<file path="src/design/i2cm_pkg.sv">
`default_nettype none

package i2cm_pkg;

    localparam int TICK_COUNTER_WIDTH_DEF = 16;
    localparam int PHASE_TICKS_WIDTH      = 16;
    localparam logic [PHASE_TICKS_WIDTH-1:0] PHASE_TICKS_RESET = 16'd160;

    localparam logic [4:0] WRITE_PHASES = 5'd27;
    localparam logic [4:0] READ_PHASES  = 5'd19;
    localparam logic [4:0] SHORT_PHASES = 5'd3;

    typedef enum logic [2:0] {
        CMD_NONE  = 3'd0,
        CMD_START = 3'd1,
        CMD_STOP  = 3'd2,
        CMD_WRITE = 3'd3,
        CMD_READ  = 3'd4,
        CMD_POLL  = 3'd5
    } cmd_t;

    // Bus engine state apart from the tick counter, whose width is a parameter.
    typedef struct packed {
        logic       scl_level;
        logic       sda_pull_low;
        cmd_t       active_command;
        logic [4:0] phase_index;
        logic [7:0] shift_bits;
        logic       ack_bit;
        logic       nack_choice;
    } eng_state_t;

    typedef struct packed {
        logic       scl_out;
        logic       sda_drive_low;
        logic       busy_res;
        logic       done_res;
        logic [7:0] read_byte;
        logic       ack_seen;
        logic       cmd_rejected;
    } result_t;

endpackage

`default_nettype wire

</file>
<file path="src/design/i2cm_step.sv">
`default_nettype none

module i2cm_step #(
    parameter int TICK_COUNTER_WIDTH = i2cm_pkg::TICK_COUNTER_WIDTH_DEF
) (
    input  var i2cm_pkg::eng_state_t      state_reg,
    input  wire [TICK_COUNTER_WIDTH-1:0]  tick_reg,
    input  wire [TICK_COUNTER_WIDTH-1:0]  limit,
    input  wire [2:0]                     mode,
    input  wire [7:0]                     write_byte,
    input  wire                           send_nack,
    input  wire                           sda_in,
    output i2cm_pkg::eng_state_t          state_next,
    output logic [TICK_COUNTER_WIDTH-1:0] tick_next,
    output i2cm_pkg::result_t             res
);
    import i2cm_pkg::*;

    // Line levels at the beginning of phase p of the active command.
    function automatic eng_state_t enter_phase(eng_state_t s, logic [4:0] p);
        logic [9:0] prod;
        logic [2:0] bit_q;
        logic [4:0] rem;
        eng_state_t o;
        o     = s;
        // p / 3 for p below 24 as a multiply by 11/32.
        prod  = {5'd0, p} * 10'd11;
        bit_q = prod[7:5];
        rem   = p - 5'({2'd0, bit_q} * 5'd3);
        unique case (s.active_command)
            CMD_START: begin
                if (p == 5'd0) begin
                    o.sda_pull_low = 1'b0;
                    o.scl_level    = 1'b1;
                end else if (p == 5'd1) begin
                    o.sda_pull_low = 1'b1;
                end else begin
                    o.scl_level = 1'b0;
                end
            end
            CMD_STOP: begin
                if (p == 5'd0) o.sda_pull_low = 1'b1;
                else if (p == 5'd1) o.scl_level = 1'b1;
                else o.sda_pull_low = 1'b0;
            end
            CMD_WRITE: begin
                if (p < 5'd24) begin
                    if (rem == 5'd0) o.sda_pull_low = ~s.shift_bits[3'd7 - bit_q];
                    else o.scl_level = (rem == 5'd1);
                end else if (p == 5'd24) begin
                    o.sda_pull_low = 1'b0;
                end else if (p == 5'd25) begin
                    o.scl_level = 1'b1;
                end else begin
                    o.scl_level = 1'b0;
                end
            end
            CMD_READ: begin
                if (p < 5'd16) o.scl_level = ~p[0];
                else if (p == 5'd16) o.sda_pull_low = ~s.nack_choice;
                else if (p == 5'd17) o.scl_level = 1'b1;
                else o.scl_level = 1'b0;
            end
            default: begin
                if (p == 5'd0) o.sda_pull_low = 1'b0;
                else if (p == 5'd1) o.scl_level = 1'b1;
                else o.scl_level = 1'b0;
            end
        endcase
        return o;
    endfunction

    logic [TICK_COUNTER_WIDTH-1:0] tick_inc;
    logic [4:0]                    phase_inc;
    logic [4:0]                    phase_total;
    eng_state_t                    s;
    logic                          mode_valid;

    assign tick_inc   = tick_reg + 1'b1;
    assign phase_inc  = state_reg.phase_index + 5'd1;
    assign mode_valid = (mode >= 3'(CMD_START)) && (mode <= 3'(CMD_POLL));

    always_comb begin
        unique case (state_reg.active_command)
            CMD_WRITE: phase_total = WRITE_PHASES;
            CMD_READ:  phase_total = READ_PHASES;
            default:   phase_total = SHORT_PHASES;
        endcase
    end

    always_comb begin
        s         = state_reg;
        tick_next = tick_reg;
        res       = '0;
        if (state_reg.active_command != CMD_NONE) begin
            res.cmd_rejected = (mode != 3'(CMD_NONE));
            tick_next        = tick_inc;
            if (tick_inc >= limit) begin
                // SDA is taken as write/poll ACK and read bit phases end.
                if (s.active_command == CMD_WRITE && s.phase_index == 5'd25) begin
                    s.ack_bit = sda_in;
                end else if (s.active_command == CMD_POLL && s.phase_index == 5'd1) begin
                    s.ack_bit = sda_in;
                end else if (s.active_command == CMD_READ && s.phase_index < 5'd16
                             && !s.phase_index[0]) begin
                    s.shift_bits = {s.shift_bits[6:0], sda_in};
                end
                tick_next     = '0;
                s.phase_index = phase_inc;
                if (phase_inc >= phase_total) begin
                    res.done_res = 1'b1;
                    if (s.active_command == CMD_READ) begin
                        res.read_byte  = s.shift_bits;
                        s.sda_pull_low = 1'b0;
                    end else if (s.active_command == CMD_WRITE
                                 || s.active_command == CMD_POLL) begin
                        res.ack_seen = s.ack_bit;
                    end
                    s.active_command = CMD_NONE;
                    s.phase_index    = 5'd0;
                end else begin
                    s = enter_phase(s, phase_inc);
                end
            end
        end else if (mode_valid) begin
            s.active_command = cmd_t'(mode);
            s.phase_index    = 5'd0;
            s.nack_choice    = send_nack;
            tick_next        = '0;
            if (mode == 3'(CMD_WRITE)) begin
                s.shift_bits = write_byte;
            end else if (mode == 3'(CMD_READ)) begin
                s.shift_bits   = 8'd0;
                s.sda_pull_low = 1'b0;
            end
            s = enter_phase(s, 5'd0);
        end
        res.scl_out       = s.scl_level;
        res.sda_drive_low = s.sda_pull_low;
        res.busy_res      = (s.active_command != CMD_NONE);
        state_next        = s;
    end

endmodule

`default_nettype wire

</file>
<file path="src/design/i2cm_out_stage.sv">
`default_nettype none

module i2cm_out_stage (
    input  wire                aclk,
    input  wire                aresetn,
    input  wire                load,
    input  var i2cm_pkg::result_t res,
    output logic               space,
    output logic               m_valid,
    input  wire                m_ready,
    output logic               m_scl_out,
    output logic               m_sda_drive_low,
    output logic               m_busy_res,
    output logic               m_done_res,
    output logic [7:0]         m_read_byte,
    output logic               m_ack_seen,
    output logic               m_cmd_rejected
);
    import i2cm_pkg::*;

    logic    valid_reg;
    logic    valid_next;
    result_t data_reg;

    // The register takes a new item in the same cycle its old one leaves.
    assign space      = !valid_reg || m_ready;
    assign valid_next = load || (valid_reg && !m_ready);

    always_ff @(posedge aclk) begin
        if (!aresetn) begin
            valid_reg <= 1'b0;
        end else begin
            valid_reg <= valid_next;
        end
    end

    always_ff @(posedge aclk) begin
        if (load) begin
            data_reg <= res;
        end
    end

    assign m_valid         = valid_reg;
    assign m_scl_out       = data_reg.scl_out;
    assign m_sda_drive_low = data_reg.sda_drive_low;
    assign m_busy_res      = data_reg.busy_res;
    assign m_done_res      = data_reg.done_res;
    assign m_read_byte     = data_reg.read_byte;
    assign m_ack_seen      = data_reg.ack_seen;
    assign m_cmd_rejected  = data_reg.cmd_rejected;

endmodule

`default_nettype wire

</file>
<file path="src/design/i2c_master_bit_engine.sv">
// A result item is registered and appears on the m_ side in the cycle after its input item
// is accepted. Throughput: one item per cycle while no result is pending or m_ready is high;
// the engine state and the result register both update on each accepted item, and a new
// item is taken while the previous result is being taken. Reset (aresetn low at a clock
// edge): engine idle, SCL high, SDA released, no result pending, phase_ticks back to 160.
`default_nettype none

module i2c_master_bit_engine #(
    parameter int TICK_COUNTER_WIDTH = i2cm_pkg::TICK_COUNTER_WIDTH_DEF
) (
    input  wire        aclk,
    input  wire        aresetn,
    input  wire        cfg_valid,
    output logic       cfg_ready,
    input  wire [15:0] cfg_data,
    input  wire        s_valid,
    output logic       s_ready,
    input  wire [2:0]  s_mode,
    input  wire [7:0]  s_write_byte,
    input  wire        s_send_nack,
    input  wire        s_sda_in,
    output logic       m_valid,
    input  wire        m_ready,
    output logic       m_scl_out,
    output logic       m_sda_drive_low,
    output logic       m_busy_res,
    output logic       m_done_res,
    output logic [7:0] m_read_byte,
    output logic       m_ack_seen,
    output logic       m_cmd_rejected
);
    import i2cm_pkg::*;

    localparam int LW = (TICK_COUNTER_WIDTH > PHASE_TICKS_WIDTH) ?
                        TICK_COUNTER_WIDTH : PHASE_TICKS_WIDTH;

    logic [PHASE_TICKS_WIDTH-1:0]  phase_ticks_reg;
    eng_state_t                    state_reg;
    eng_state_t                    state_next;
    logic [TICK_COUNTER_WIDTH-1:0] tick_reg;
    logic [TICK_COUNTER_WIDTH-1:0] tick_next;
    logic [LW-1:0]                 ticks_ext;
    logic [LW-1:0]                 count_max;
    logic [LW-1:0]                 limit_ext;
    logic [TICK_COUNTER_WIDTH-1:0] limit;
    result_t                       res;
    logic                          s_accept;

    assign cfg_ready = 1'b1;
    assign s_accept  = s_valid && s_ready;

    always_ff @(posedge aclk) begin
        if (!aresetn) begin
            phase_ticks_reg <= PHASE_TICKS_RESET;
        end else if (cfg_valid) begin
            phase_ticks_reg <= cfg_data;
        end
    end

    // A zero phase length counts as one; a length beyond the counter saturates.
    assign ticks_ext = LW'(phase_ticks_reg);
    assign count_max = LW'({TICK_COUNTER_WIDTH{1'b1}});

    always_comb begin
        if (ticks_ext == '0) limit_ext = LW'(1);
        else if (ticks_ext > count_max) limit_ext = count_max;
        else limit_ext = ticks_ext;
    end

    assign limit = limit_ext[TICK_COUNTER_WIDTH-1:0];

    i2cm_step #(
        .TICK_COUNTER_WIDTH(TICK_COUNTER_WIDTH)
    ) u_step (
        .state_reg (state_reg),
        .tick_reg  (tick_reg),
        .limit     (limit),
        .mode      (s_mode),
        .write_byte(s_write_byte),
        .send_nack (s_send_nack),
        .sda_in    (s_sda_in),
        .state_next(state_next),
        .tick_next (tick_next),
        .res       (res)
    );

    always_ff @(posedge aclk) begin
        if (!aresetn) begin
            state_reg.scl_level      <= 1'b1;
            state_reg.sda_pull_low   <= 1'b0;
            state_reg.active_command <= CMD_NONE;
            state_reg.phase_index    <= 5'd0;
            state_reg.shift_bits     <= 8'd0;
            state_reg.ack_bit        <= 1'b0;
            state_reg.nack_choice    <= 1'b0;
            tick_reg                 <= '0;
        end else if (s_accept) begin
            state_reg <= state_next;
            tick_reg  <= tick_next;
        end
    end

    i2cm_out_stage u_out (
        .aclk           (aclk),
        .aresetn        (aresetn),
        .load           (s_accept),
        .res            (res),
        .space          (s_ready),
        .m_valid        (m_valid),
        .m_ready        (m_ready),
        .m_scl_out      (m_scl_out),
        .m_sda_drive_low(m_sda_drive_low),
        .m_busy_res     (m_busy_res),
        .m_done_res     (m_done_res),
        .m_read_byte    (m_read_byte),
        .m_ack_seen     (m_ack_seen),
        .m_cmd_rejected (m_cmd_rejected)
    );

endmodule

`default_nettype wire

</file>
<file path="config.mk">
export PLATFORM = sky130hd
export DESIGN_NAME = i2c_master_bit_engine
export DESIGN_NICKNAME = d
export VERILOG_FILES = /design/src/design/i2cm_pkg.sv /design/src/design/i2cm_step.sv /design/src/design/i2cm_out_stage.sv /design/src/design/i2c_master_bit_engine.sv
export SDC_FILE = /design/constraint.sdc
export NUM_CORES = 1
export LEC_CHECK = 0
export BUFFER_PORTS_ARGS = -buffer_cell sky130_fd_sc_hd__buf_2
export CORE_ASPECT_RATIO = 2
export CORE_MARGIN = 5
export CORE_UTILIZATION = 41
export DETAILED_ROUTE_END_ITERATION = 16
export SLEW_MARGIN = 20
export SYNTH_ARGS = -nofsm -noshare
export SYNTH_HDL_FRONTEND = slang
export SYNTH_SLANG_ARGS = --single-unit
</file>
<file path="constraint.sdc">
create_clock -name aclk -period 9.41 [get_ports aclk]
set_input_delay 1.4115 -clock aclk [delete_from_list [all_inputs] [get_ports aclk]]
set_output_delay 1.4115 -clock aclk [all_outputs]
set_load 0.1 [all_outputs]
</file>
Word level (Yosys, flattened, before mapping)

Cells that the tools add are included.

Logic and storage cells: 142
Bits of input ports: 34
Flip-flop bits (word level): 67

Multipliers: 2
$lt $le $gt $ge: 9
Reduce and logical (&&, ||, !) cells: 30
Mux-type cells: 53
Equal/unequal tests: 18
$add $sub $neg: 4
Bitwise operators: 8

Operators with widths:

| operator                                            | count |
|---|---|
| two-way mux 16 bit                                  | 5 |
| two-way mux 8 bit                                   | 10 |
| two-way mux 20 bit                                  | 3 |
| two-way mux 1 bit                                   | 27 |
| equality test 5 bit, second input constant          | 5 |
| adder 16 x 1 -> 16 bit, second input constant       | 1 |
| greater-or-equal comparator 16 bit                  | 1 |
| > comparator 16 bit, second input constant          | 1 |
| zero test 16 bit                                    | 1 |
| equality test 5 x 1 -> 1 bit, second input constant | 3 |
| < comparator 5 bit, second input constant           | 3 |
| equality test 3 x 2 -> 1 bit, second input constant | 4 |
| nonzero test 3 bit                                  | 4 |
| zero test 5 bit                                     | 2 |
| two-way mux 10 bit                                  | 1 |
| one-hot mux 5 bit (2 select lines)                  | 1 |
| equality test 3 bit, second input constant          | 3 |
| two-way mux 9 bit                                   | 1 |
| AND reduction 3 bit                                 | 3 |
| multiplier 5 x 4 -> 8 bit, second input constant    | 1 |
| inverter 1 bit                                      | 8 |
| one-hot mux 2 bit (4 select lines)                  | 1 |
| AND reduction 4 bit                                 | 2 |
| logical AND 1 bit                                   | 7 |
| 19 further kinds                                    | 26 |

Logic depth before layout (Yosys ltp)

Gate-level depths: netlist of the first run.

Word-level depth: 18
Mapped depth: 25

Modules after synthesis

From an unflattened synthesis of the first run, not the netlist that was laid out.

Cells, all modules: 674
Area, all modules: 5632.9 sq um

Modules (own cells, without submodules):

| module                | area an instance (sq um) | seq. area each (sq um) | times used | cells an instance |
|---|---|---|---|---|
| i2cm_step             | 2800.2                   | 0.0                    | 1          | 417 |
| i2c_master_bit_engine | 2363.5                   | 1041.0                 | 1          | 239 |
| i2cm_out_stage        | 469.2                    | 440.4                  | 1          | 18 |

Worst setup path before layout of the first run

OpenSTA, ideal clock, no wires.

Kind: reg2reg
Start point: register, netlist name state_reg[10]
End point: register u_out.data_reg (netlist bit u_out.m_sda_drive_low) (data pin)
Setup slack: 3732 ps
Data required time: 9154 ps
Arrival time: 5423 ps
Period minus slack after synthesis: 5678 ps
Cell stages (with the launch flop): 26
Cells stage by stage: dfxtp_1 > clkbuf_1 > nand3_1 > xor2_1 > inv_1 > ha_1 > inv_1 > fa_1 > inv_1 > ha_1 > a21oi_1 > nand2_1 > a21oi_1 > o21bai_1 > xnor2_1 > inv_1 > fa_1 > ha_1 > nand2b_1 > a21oi_1 > xnor2_1 > mux2i_1 > nand4_1 > a211o_2 > nand3b_4 > nand2_1

RTL lines:

| element              | line                 | text |
|---|---|---|
| end signal, assigned | i2cm_out_stage.sv:39 | `data_reg <= res;` |
| end, declared        | i2cm_out_stage.sv:23 | `result_t data_reg;` |

==> impl_metrics.csv, run 1 <==
group,metric,value,unit
routing,wl,13000,um
global_route,grt_max_degree,54,
worst_setup_path,rrSetupSlack,2.99,ns
power,peakVddDrop,101,uV
floorplan,design.core.area,0.0117,sq mm
global_route,grt_util_all_layers,18.8,%
floorplan,dieArea,0.0143,sq mm
sta,tightestPinTransition,0.828,ns
power,power_density,144,mW/mm^2
synth,synth-compound-area-share,21.6,%
sta,max_freq,0.156,GHz
routing,vias,4241,
floorplan,die_h,164,um
synth,synth_edf_count,14,
synth,synth_warnings,0,
clock_tree,clock_latency,0.34,ns
clock_tree,hold_buffers,0,
routing,first_pass_iters,4,
worst_setup_path,reg2reg_from,"state_reg[10]",
clock_tree,cts_setup_buffers,0,
worst_setup_path,cp.required,9.51,ns
flow_run,drv_cap,0,
synth,syn_avg_cell_area,8.61,sq um
worst_setup_path,reg2reg_depth,23,
clock_tree,htree_levels,3,
synth,ys_ff_latch,67,
worst_setup_path,critPathLaunchType,"flip-flop",
floorplan,die_x,87.0,um
placed_design,portBuffers,49,
routing,wire_per_inst,17.4,um
cells_and_area,largest_reg_flops,20,
clock_tree,cts_resized,0,
floorplan,start_util,41.6,%
sta,clock-skew-final,0.00919,ns
sta,finalHoldViolCount,0,
synth,synth_top_family_by_area,"compound AO/OA/AOI/OAI gates",
worst_hold_path,hold_path_startpoint,"state_reg[0]",
floorplan,io_pins,51,
synth,syn_nets,643,
placed_design,gp_congestion,0.849,
worst_setup_path,crit_arrival,6.52,ns
status,status,"finished, final reports clean",
cells_and_area,fin_cells,748,
routing,drtIter0Drc,173,
routing,via_per_inst,5.67,
global_route,antenna_found_initial,0,
synth,seq_area_frac_synth,30.5,%
synth,synth_top_flop_cell,"dfxtp_1",
placed_design,dpl.cell_count,732,
cells_and_area,area_growth,12.9,%
synth,synthSimpleGateAreaFrac,19.5,%
clock_tree,tritoncts,"built",
worst_hold_path,min_path_type,"flip-flop to flip-flop",
floorplan,rows,56,
sta,grt_setup_unrepaired,"no",
sta,slew_violations,0,
clock_tree,cts-root-buf,"clkbuf_16",
worst_setup_path,setup.worst_path.end_class,"flip-flop",
cells_and_area,fin_nets,676,
worst_setup_path,timing.rr.end,"u_out.m_sda_drive_low",
clock_tree,cts_buffers,9,
worst_hold_path,min_path_cells,2,
synth,synth_async_sr_flop_share,0,%
routing,drtAntennaViolNets,0,
worst_hold_path,hold-path-endpoint,"state_reg[0]",
sta,hold-worst-slack,0.527,ns
sta,period_share,68.3,%
synth,syn_area,0.00486,sq mm
cells_and_area,diodes,0,
worst_setup_path,critPathKind,"flip-flop to flip-flop",
clock_tree,clk_pin_slew,0.06,ns
global_route,grt_pass1_wl,20800,um
synth,synthCells,565,
clock_tree,cts_sinks,67,
sta,min_period,6.42,ns
routing,drc,0,
global_route,grt-ovfl-total,0,
placed_design,hpwl,10300,um
power,leakagePower,2.44,nW
synth,synth_xor_area_share,5.22,%
synth,synth_mux_area_share,5.79,%
cells_and_area,drive_above_1_share,13.1,%
worst_setup_path,cp_max_fo,12,
sta,relSlewSlack,44.8,%
synth,synth_cell_types,67,
sta,finalSetupTns,0,ns
clock_tree,clockBufferDepth,2,
synth,synth-adder-area-share,11.8,%
global_route,grt_pass1_vias,4355,
sta,finalSetupViolations,0,
-- power breakdown --
group / total (mW) / internal, mW / switching, mW
Clock: 0.347 / 0.210 / 0.137
Combinational: 0.124 / 0.0390 / 0.0849
Sequential: 0.320 / 0.307 / 0.0132
-- per-stage QoR --
| step | worst slack [ns] | cell area [sq um] | total power, mW | utilization [%] |
|---|---|---|---|---|
| 2_1_floorplan | 3.73 | 4860 | 0.417 | - |
| 3_3_place_gp | 3.20 | 5180 | 0.449 | 44.3 |
| 3_5_place_dp | 3.00 | 5180 | 0.450 | 44.3 |
| 4_1_cts | 2.96 | 5490 | 0.800 | 47.0 |
| 5_1_grt | 2.33 | 5490 | 0.822 | 47.0 |
| 6_report | 2.99 | 5490 | 0.791 | 47.0 |
-- cell type report --
class / instances / area, sq um
Clock buffer: 9 / 225
Clock inverter: 7 / 85.1
Fill cell: 1156 / 6210
Inverter: 38 / 143
Multi-Input combinational cell: 430 / 3110
Sequential cell: 67 / 1480
Tap cell: 145 / 181
Timing Repair Buffer: 52 / 268
-- cells in the mapped netlist, types with 5 or more instances --
cell      number  area (sq um)
o211ai_1      19           143
and2_1         9          56.3
nand2b_1       6          37.5
a22oi_1       11          82.6
nor2_1        36           135
a211oi_1       6          45.0
clkbuf_1      24          90.1
and3_1        11          68.8
nor3_1        11          55.1
o211a_1        8          80.1
nor2b_1       33           206
a21oi_1       24           120
inv_1         38           143
dfxtp_1       53          1060
a21o_1         6          45.0
edfxtp_1      14           420
nand4_1        5          31.3
ha_1          41           513
mux2i_1       27           270
o21ai_0       20           100
nand2_1       44           165
xor2_1        12           105
nand3_1       15          75.1
xnor2_1       17           149
-- worst max path at each step --
stage                     slack [ns]     startpoint                    end
after floorplan                 3.73  state_reg[10]  u_out.m_sda_drive_low
after global placement          3.20  state_reg[10]  u_out.m_sda_drive_low
after detailed placement        3.00  state_reg[10]  u_out.m_sda_drive_low
after CTS                       2.96  state_reg[10]          state_reg[18]
after global routing            2.33  state_reg[10]          state_reg[18]
final                           2.99  state_reg[10]  u_out.m_sda_drive_low
-- worst max-delay path: stages (launching register included) --
cell,delay (ns)
dfxtp_1,0.57
ha_1,0.36
nand3_1,0.15
xnor2_1,0.51
inv_1,0.21
fa_1,0.55
inv_1,0.04
ha_1,0.34
a21oi_1,0.25
nand2_1,0.19
a21oi_1,0.27
o21bai_1,0.11
xnor2_1,0.27
inv_1,0.13
fa_1,0.47
ha_1,0.35
nand2b_1,0.11
a21oi_1,0.18
xnor2_1,0.16
mux2i_1,0.25
nand4_1,0.21
a211o_2,0.38
nand3b_4,0.09
nand2_1,0.05
-- layer usage --
metal  routed length, um  vias up  track usage [%]
met5                   0        -                0
met4                 811        0             13.3
met3                 390       36             2.71
met2                7320       87             35.8
met1                4490     2011             17.5
li1                    -     2107                -
-- cell families (layout without fill, tap and decap cells) --
group / count (synthesis) / after routing
muxes: 28 / 28
AOI/OAI and AO/OA: 145 / 145
and+or+nand+nor: 183 / 183
other: 1 / 1
xor gates and xnor gates: 29 / 29
adders and majority gates: 44 / 44
DFF: 67 / 67
buffers and inverters: 68 / 106
-- cell usage in the layout (no fill, tap or decap), drive strengths merged, types with 17 or more instances in the layout --
cell	Yosys	routed
mux2i	27	27
a21oi	24	24
xnor2	17	17
nor2	36	36
nand2	44	44
o21ai	22	22
ha	41	41
dfxtp	53	53
o211ai	20	20
buf	6	52
inv	38	41
nor2b	33	33
No activity file was read; power rests on OpenSTA's default activity.
==> inputs of run 2 (changes only) <==
--- a/config.mk
+++ b/config.mk
@@ -5,6 +5,7 @@
 export SDC_FILE = /design/constraint.sdc
 export NUM_CORES = 1
 export LEC_CHECK = 0
+export ABC_AREA = 1
 export BUFFER_PORTS_ARGS = -buffer_cell sky130_fd_sc_hd__buf_2
 export CORE_ASPECT_RATIO = 2
 export CORE_MARGIN = 5
==> constraint.sdc (replaced) <==
create_clock -name aclk -period 6.2 [get_ports aclk]
set_input_delay 0.93 -clock aclk [delete_from_list [all_inputs] [get_ports aclk]]
set_output_delay 0.93 -clock aclk [all_outputs]
set_load 0.1 [all_outputs]
==> impl_metrics.csv, run 2 <==
group,metric,value,unit
cells_and_area,most-common-layout-cells,"nand2_1 (120), inv_1 (96), a21oi_1 (56)",
power,peakVddDrop,211,uV
global_route,grt_util_all_layers,18.4,%
floorplan,dieArea,0.0142,sq mm
worst_setup_path,cp.required,6.38,ns
synth,yosysTopAreaCell,"dfxtp_1",
floorplan,die_x,86.8,um
flow_run,drv_cap,0,
sta,max_freq,0.201,GHz
placed_design,dpl.cell_count,832,
sta,grt_setup_unrepaired,"no",
global_route,grt_pass1_wl,20400,um
cells_and_area,diodes,0,
power,power_density,224,mW/mm^2
worst_setup_path,reg2reg_from,"state_reg[10]",
sta,hold-worst-slack,0.467,ns
worst_setup_path,cp-startpoint,"state_reg[10]",
clock_tree,clock_latency,0.34,ns
synth,yosys-top-cells-area,"dfxtp_1 (22%), ha_1 (11%), nand2_1 (9.3%)",
clock_tree,cts-root-buf,"clkbuf_16",
synth,syn_area,0.00483,sq mm
sta,finalSetupTns,0,ns
cells_and_area,utilization,47.0,%
sta,finalHoldViolCount,0,
worst_setup_path,setup.worst_path.end_class,"flip-flop",
floorplan,io_pins,51,
cells_and_area,drive_above_1_share,16.4,%
cells_and_area,fin_nets,776,
sta,slew_violations,0,
clock_tree,cts_sinks,67,
clock_tree,tritoncts,"built",
cells_and_area,area_growth,13.1,%
routing,wl,12600,um
global_route,grt_max_degree,33,
synth,synth_top_flop_cell,"dfxtp_1",
sta,finalSetupViolations,0,
routing,wire_per_inst,14.9,um
placed_design,hpwl,10100,um
routing,drc,0,
synth,yosys-top-cells-count,"nand2_1 (120), inv_1 (97), a21oi_1 (56)",
clock_tree,clockBufferDepth,2,
floorplan,die_h,164,um
sta,period_share,80.4,%
sta,min_period,4.99,ns
cells_and_area,fin_cells,848,
worst_setup_path,critPathLaunchType,"flip-flop",
floorplan,design.core.area,0.0116,sq mm
worst_setup_path,crit_arrival,5.17,ns
synth,synth_async_sr_flop_share,0,%
routing,first_pass_iters,4,
clock_tree,cts_buffers,9,
cells_and_area,largest_reg_flops,20,
power,p_total,1.23,mW
synth,seq_area_frac_synth,30.7,%
synth,synth_edf_count,14,
global_route,grt-ovfl-total,0,
routing,via_per_inst,5.29,
synth,synthCells,654,
synth,synth_top_cell_area_share,22.0,%
worst_setup_path,critPathKind,"flip-flop to flip-flop",
sta,relSlewSlack,31.8,%
routing,drtIter0Drc,219,
sta,clock-skew-final,0.00912,ns
placed_design,gp_congestion,0.940,
clock_tree,hold_buffers,0,
synth,synth.most_common_cell,"nand2_1",
global_route,grt_pass1_vias,4538,
worst_hold_path,hold_path_startpoint,"state_reg[1]",
clock_tree,clk_pin_slew,0.06,ns
synth,synth_warnings,0,
clock_tree,cts_resized,0,
routing,vias,4482,
sta,tightestPinTransition,1.02,ns
synth,syn_avg_cell_area,7.39,sq um
placed_design,portBuffers,49,
synth,syn_nets,732,
floorplan,start_util,41.5,%
clock_tree,cts_setup_buffers,0,
cells_and_area,final.fill_count,1204,
routing,drtAntennaViolNets,0,
worst_setup_path,cp_max_fo,9,
power,leakagePower,2.62,nW
floorplan,rows,56,
clock_tree,htree_levels,3,
worst_hold_path,min_path_type,"flip-flop to flip-flop",
status,status,"finished, final reports clean",
global_route,antenna_found_initial,0,
cells_and_area,final_common_cell,"nand2_1",
synth,synth_cell_types,52,
synth,ys_ff_latch,67,
run 2: layout make-up:
type                       count  area [sq um]  share of cell area [%]
tap                          145           181                    3.32
multi-input combinational    465          2860                    52.3
clock inverter                 7          76.3                    1.40
sequential                    67          1480                    27.1
inverter                     106           398                    7.28
timing repair buffer          49           245                    4.49
clock buffer                   9           225                    4.12
run 2: final timing paths:
| kind | to | slack, ns | cells past startpoint |
|---|---|---|---|
| worst max register to register | u_out.m_scl_out | 1.21 | 25 |
| worst min-delay path | state_reg[1] | 0.47 | 2 |
| worst max-delay path | u_out.m_scl_out | 1.21 | 25 |
| worst min register to register | state_reg[1] | 0.47 | 2 |
run 2: through the flow:
| step | worst slack (ns) | area (sq um) |
|---|---|---|
| final | 1.21 | 5460 |
| after global routing | 0.705 | 5460 |
| after CTS | 1.18 | 5460 |
| after detailed placement | 1.21 | 5160 |
| after global placement | 1.35 | 5160 |
| after floorplan | 1.62 | 4830 |
run 2: logic make-up (layout without fill, tap and decap cells):
| group | Yosys count | count (layout) | synth area share [%] |
|---|---|---|---|
| other | 1 | 1 | 0.0776 |
| and+or+nand+nor | 264 | 264 | 26.3 |
| xor gates and xnor gates | 19 | 19 | 3.99 |
| DFF | 67 | 67 | 30.7 |
| AOI/OAI and AO/OA | 137 | 137 | 16.8 |
| adders and majority gates | 44 | 44 | 11.9 |
| buffers and inverters | 122 | 171 | 10.2 |
run 2: routing by layer:
metal / vias up / track usage (%) / wire length, um
li1: 2255 / - / -
met1: 2060 / 16.4 / 4270
met2: 112 / 34.9 / 6840
met3: 55 / 3.43 / 528
met4: 0 / 13.8 / 980
met5: - / 0 / 0
run 2: worst max-delay path: stages (launching register included):
cell      delay (ns)
dfxtp_1         0.56
inv_2           0.13
ha_1            0.41
ha_1            0.31
inv_1           0.04
fa_1            0.47
inv_1           0.05
ha_1            0.32
nand2_1         0.09
nand2_1         0.06
inv_1           0.07
nand3_1         0.11
nand2_1         0.16
inv_1           0.11
ha_1            0.34
fa_1            0.46
nand3b_1        0.20
nand2_1         0.08
nand2_1         0.04
nand2_1         0.07
xor2_1          0.18
nand3_1         0.09
a21o_1          0.17
nand2_1         0.09
nand3_1         0.09
a21boi_1        0.16
run 2: power breakdown:
group	switching, mW	internal [mW]
clock	0.209	0.315
sequential	0.0152	0.469
combinational	0.164	0.0547
total	0.388	0.838
==> inputs of run 3 (changes only) <==
==> constraint.sdc (replaced) <==
create_clock -name aclk -period 4.6 [get_ports aclk]
set_input_delay 0.69 -clock aclk [delete_from_list [all_inputs] [get_ports aclk]]
set_output_delay 0.69 -clock aclk [all_outputs]
set_load 0.1 [all_outputs]
==> impl_metrics.csv, run 3 (synthesized netlist as in run 2, its figures left out) <==
group,metric,value,unit
cells_and_area,diodes,0,
routing,via_per_inst,5.20,
worst_hold_path,hold-path-endpoint,"state_reg[1]",
floorplan,io_pins,51,
sta,tightestPinTransition,1.00,ns
routing,drtAntennaViolNets,0,
sta,clock-skew-final,0.00962,ns
routing,first_pass_iters,4,
sta,finalHoldViolCount,0,
power,p_int,1.13,mW
clock_tree,cts_sinks,67,
status,status,"finished, final reports clean",
power,switchingPower,0.506,mW
placed_design,gp_congestion,0.934,
power,swShare,31.0,%
routing,wl,12900,um
cells_and_area,area_growth,18.6,%
cells_and_area,most-common-layout-cells,"nand2_1 (118), inv_1 (94), a21oi_1 (53)",
global_route,grt-ovfl-total,0,
sta,finalSetupTns,0,ns
cells_and_area,largest_reg_flops,20,
cells_and_area,fin_nets,792,
power,p_total,1.63,mW
worst_setup_path,rrSetupSlack,0.23,ns
cells_and_area,utilization,49.2,%
routing,wire_per_inst,14.9,um
power,peakVddDrop,218,uV
clock_tree,cts_buffers,9,
floorplan,start_util,41.5,%
worst_hold_path,min_path_type,"flip-flop to flip-flop",
clock_tree,hold_buffers,0,
sta,finalSetupViolations,0,
clock_tree,cts-root-buf,"clkbuf_16",
worst_setup_path,reg2reg_depth,31,
global_route,grt_max_degree,33,
floorplan,dieArea,0.0142,sq mm
flow_run,drv_cap,0,
floorplan,die_x,86.8,um
power,power_density,285,mW/mm^2
worst_setup_path,critPathKind,"flip-flop to flip-flop",
sta,slew_violations,0,
worst_hold_path,hold_path_startpoint,"state_reg[1]",
cells_and_area,final_common_cell,"nand2_1",
clock_tree,clockBufferDepth,2,
worst_setup_path,timing.rr.end,"state_reg[18]",
worst_setup_path,cpPeakStageDelay,0.48,ns
worst_setup_path,setup.worst_path.end_class,"flip-flop",
global_route,grt_pass1_wl,20800,um
power,pwr-share-clk,42.3,%
cells_and_area,drive_above_1_share,21.4,%
global_route,grt_util_all_layers,18.7,%
sta,fin_ws,0.232,ns
clock_tree,tritoncts,"built",
sta,period_share,95.0,%
clock_tree,clock_latency,0.34,ns
clock_tree,htree_levels,3,
worst_setup_path,cp.required,4.83,ns
clock_tree,clk_pin_slew,0.06,ns
routing,drc,0,
routing,vias,4495,
global_route,antenna_found_initial,0,
placed_design,portBuffers,49,
sta,min_period,4.37,ns
sta,relSlewSlack,32.7,%
power,leakagePower,2.69,nW
floorplan,design.core.area,0.0116,sq mm
floorplan,rows,56,
worst_setup_path,slowest_stage,"fa_1",
cells_and_area,fin_cells,864,
worst_hold_path,min_path_cells,2,
global_route,grt_pass1_vias,4545,
worst_setup_path,crit_arrival,4.60,ns
worst_setup_path,critPathLaunchType,"flip-flop",
worst_setup_path,crit_path_frequent_cell,"nand2_1",
placed_design,hpwl,10100,um
worst_setup_path,cp_max_fo,5,
placed_design,dpl.cell_count,846,
sta,max_freq,0.229,GHz
power,pwr-share-comb,17.8,%
floorplan,die_h,164,um
power,seqPwrFrac,39.9,%
worst_setup_path,reg2reg_from,"state_reg[10]",
routing,drtIter0Drc,233,
placed_design,place_ws,0.0357,ns
## run 3: cell count changes in the layout (fill, tap and decap cells not counted), moves of 3 or more
cell | previous run | this run
ha_1 | 41 | 32
dfxtp_1 | 53 | 50
a21oi_1 | 56 | 53
buf_4 | 0 | 16
ha_4 | 0 | 7
a21oi_2 | 2 | 5
## run 3: metal layers
metal  track usage (%)  wire length [um]  vias to the layer above
met3              3.48               416                       34
met2              37.3              7480                       91
met1              16.7              4420                     2071
met4              10.2               560                        0
li1                  -                 -                     2299
met5                 0                 0                        -
## run 3: worst max-delay path: cells and delay by family (launching register included)
family                     cells  cell delay, ns
AOI/OAI and AO/OA              1            0.13
xor gates and xnor gates       1            0.15
adders and majority gates      6            1.93
buffers and inverters          4            0.24
DFF                            1            0.36
and+or+nand+nor               19            1.48
## run 3: power by group through the flow
stage / sequential [mW] / clock [mW] / combinational, mW
2_1_floorplan: 0.714 / 0 / 0.170
3_3_place_gp: 0.664 / 0 / 0.288
3_5_place_dp: 0.665 / 0 / 0.291
4_1_cts: 0.652 / 0.704 / 0.292
5_1_grt: 0.655 / 0.731 / 0.321
6_report: 0.651 / 0.690 / 0.290
## run 3: worst max path at each step
stage / startpoint / slack (ns) / cells past startpoint / endpoint
3_5_place_dp: state_reg[11] / 0.04 / 28 / u_out.m_sda_drive_low
2_1_floorplan: state_reg[10] / 0.02 / 27 / u_out.m_sda_drive_low
5_1_grt: state_reg[10] / -0.08 / 31 / state_reg[18]
3_3_place_gp: state_reg[11] / 0.11 / 28 / u_out.m_sda_drive_low
6_report: state_reg[10] / 0.23 / 31 / state_reg[18]
4_1_cts: state_reg[11] / 0.008 / 30 / state_reg[18]
## run 3: final cells by class
| cell class | instances | area (sq um) |
|---|---|---|
| fill | 1176 | 5900 |
| sequential | 67 | 1490 |
| clock inverter | 6 | 65.1 |
| tap | 145 | 181 |
| clock buffer | 10 | 229 |
| inverter | 106 | 398 |
| multi-input combinational | 465 | 3000 |
| timing repair buffer | 65 | 365 |
## run 3: timing repair
| item | 4_1_cts | 5_1_grt |
|---|---|---|
| endpoints found under the hold margin | 0 | 0 |
| setup buffers | 0 | 2 |
| setup endpoints to repair | 0 | 4 |
| gates resized for setup | 0 | 27 |
## run 3: through the flow
stage               hold WS (ns)  cell area, sq um
floorplan                  0.431              4830
global placement           0.445              5270
detailed placement         0.457              5270
CTS                        0.465              5560
global route               0.495              5730
finish                     0.461              5730
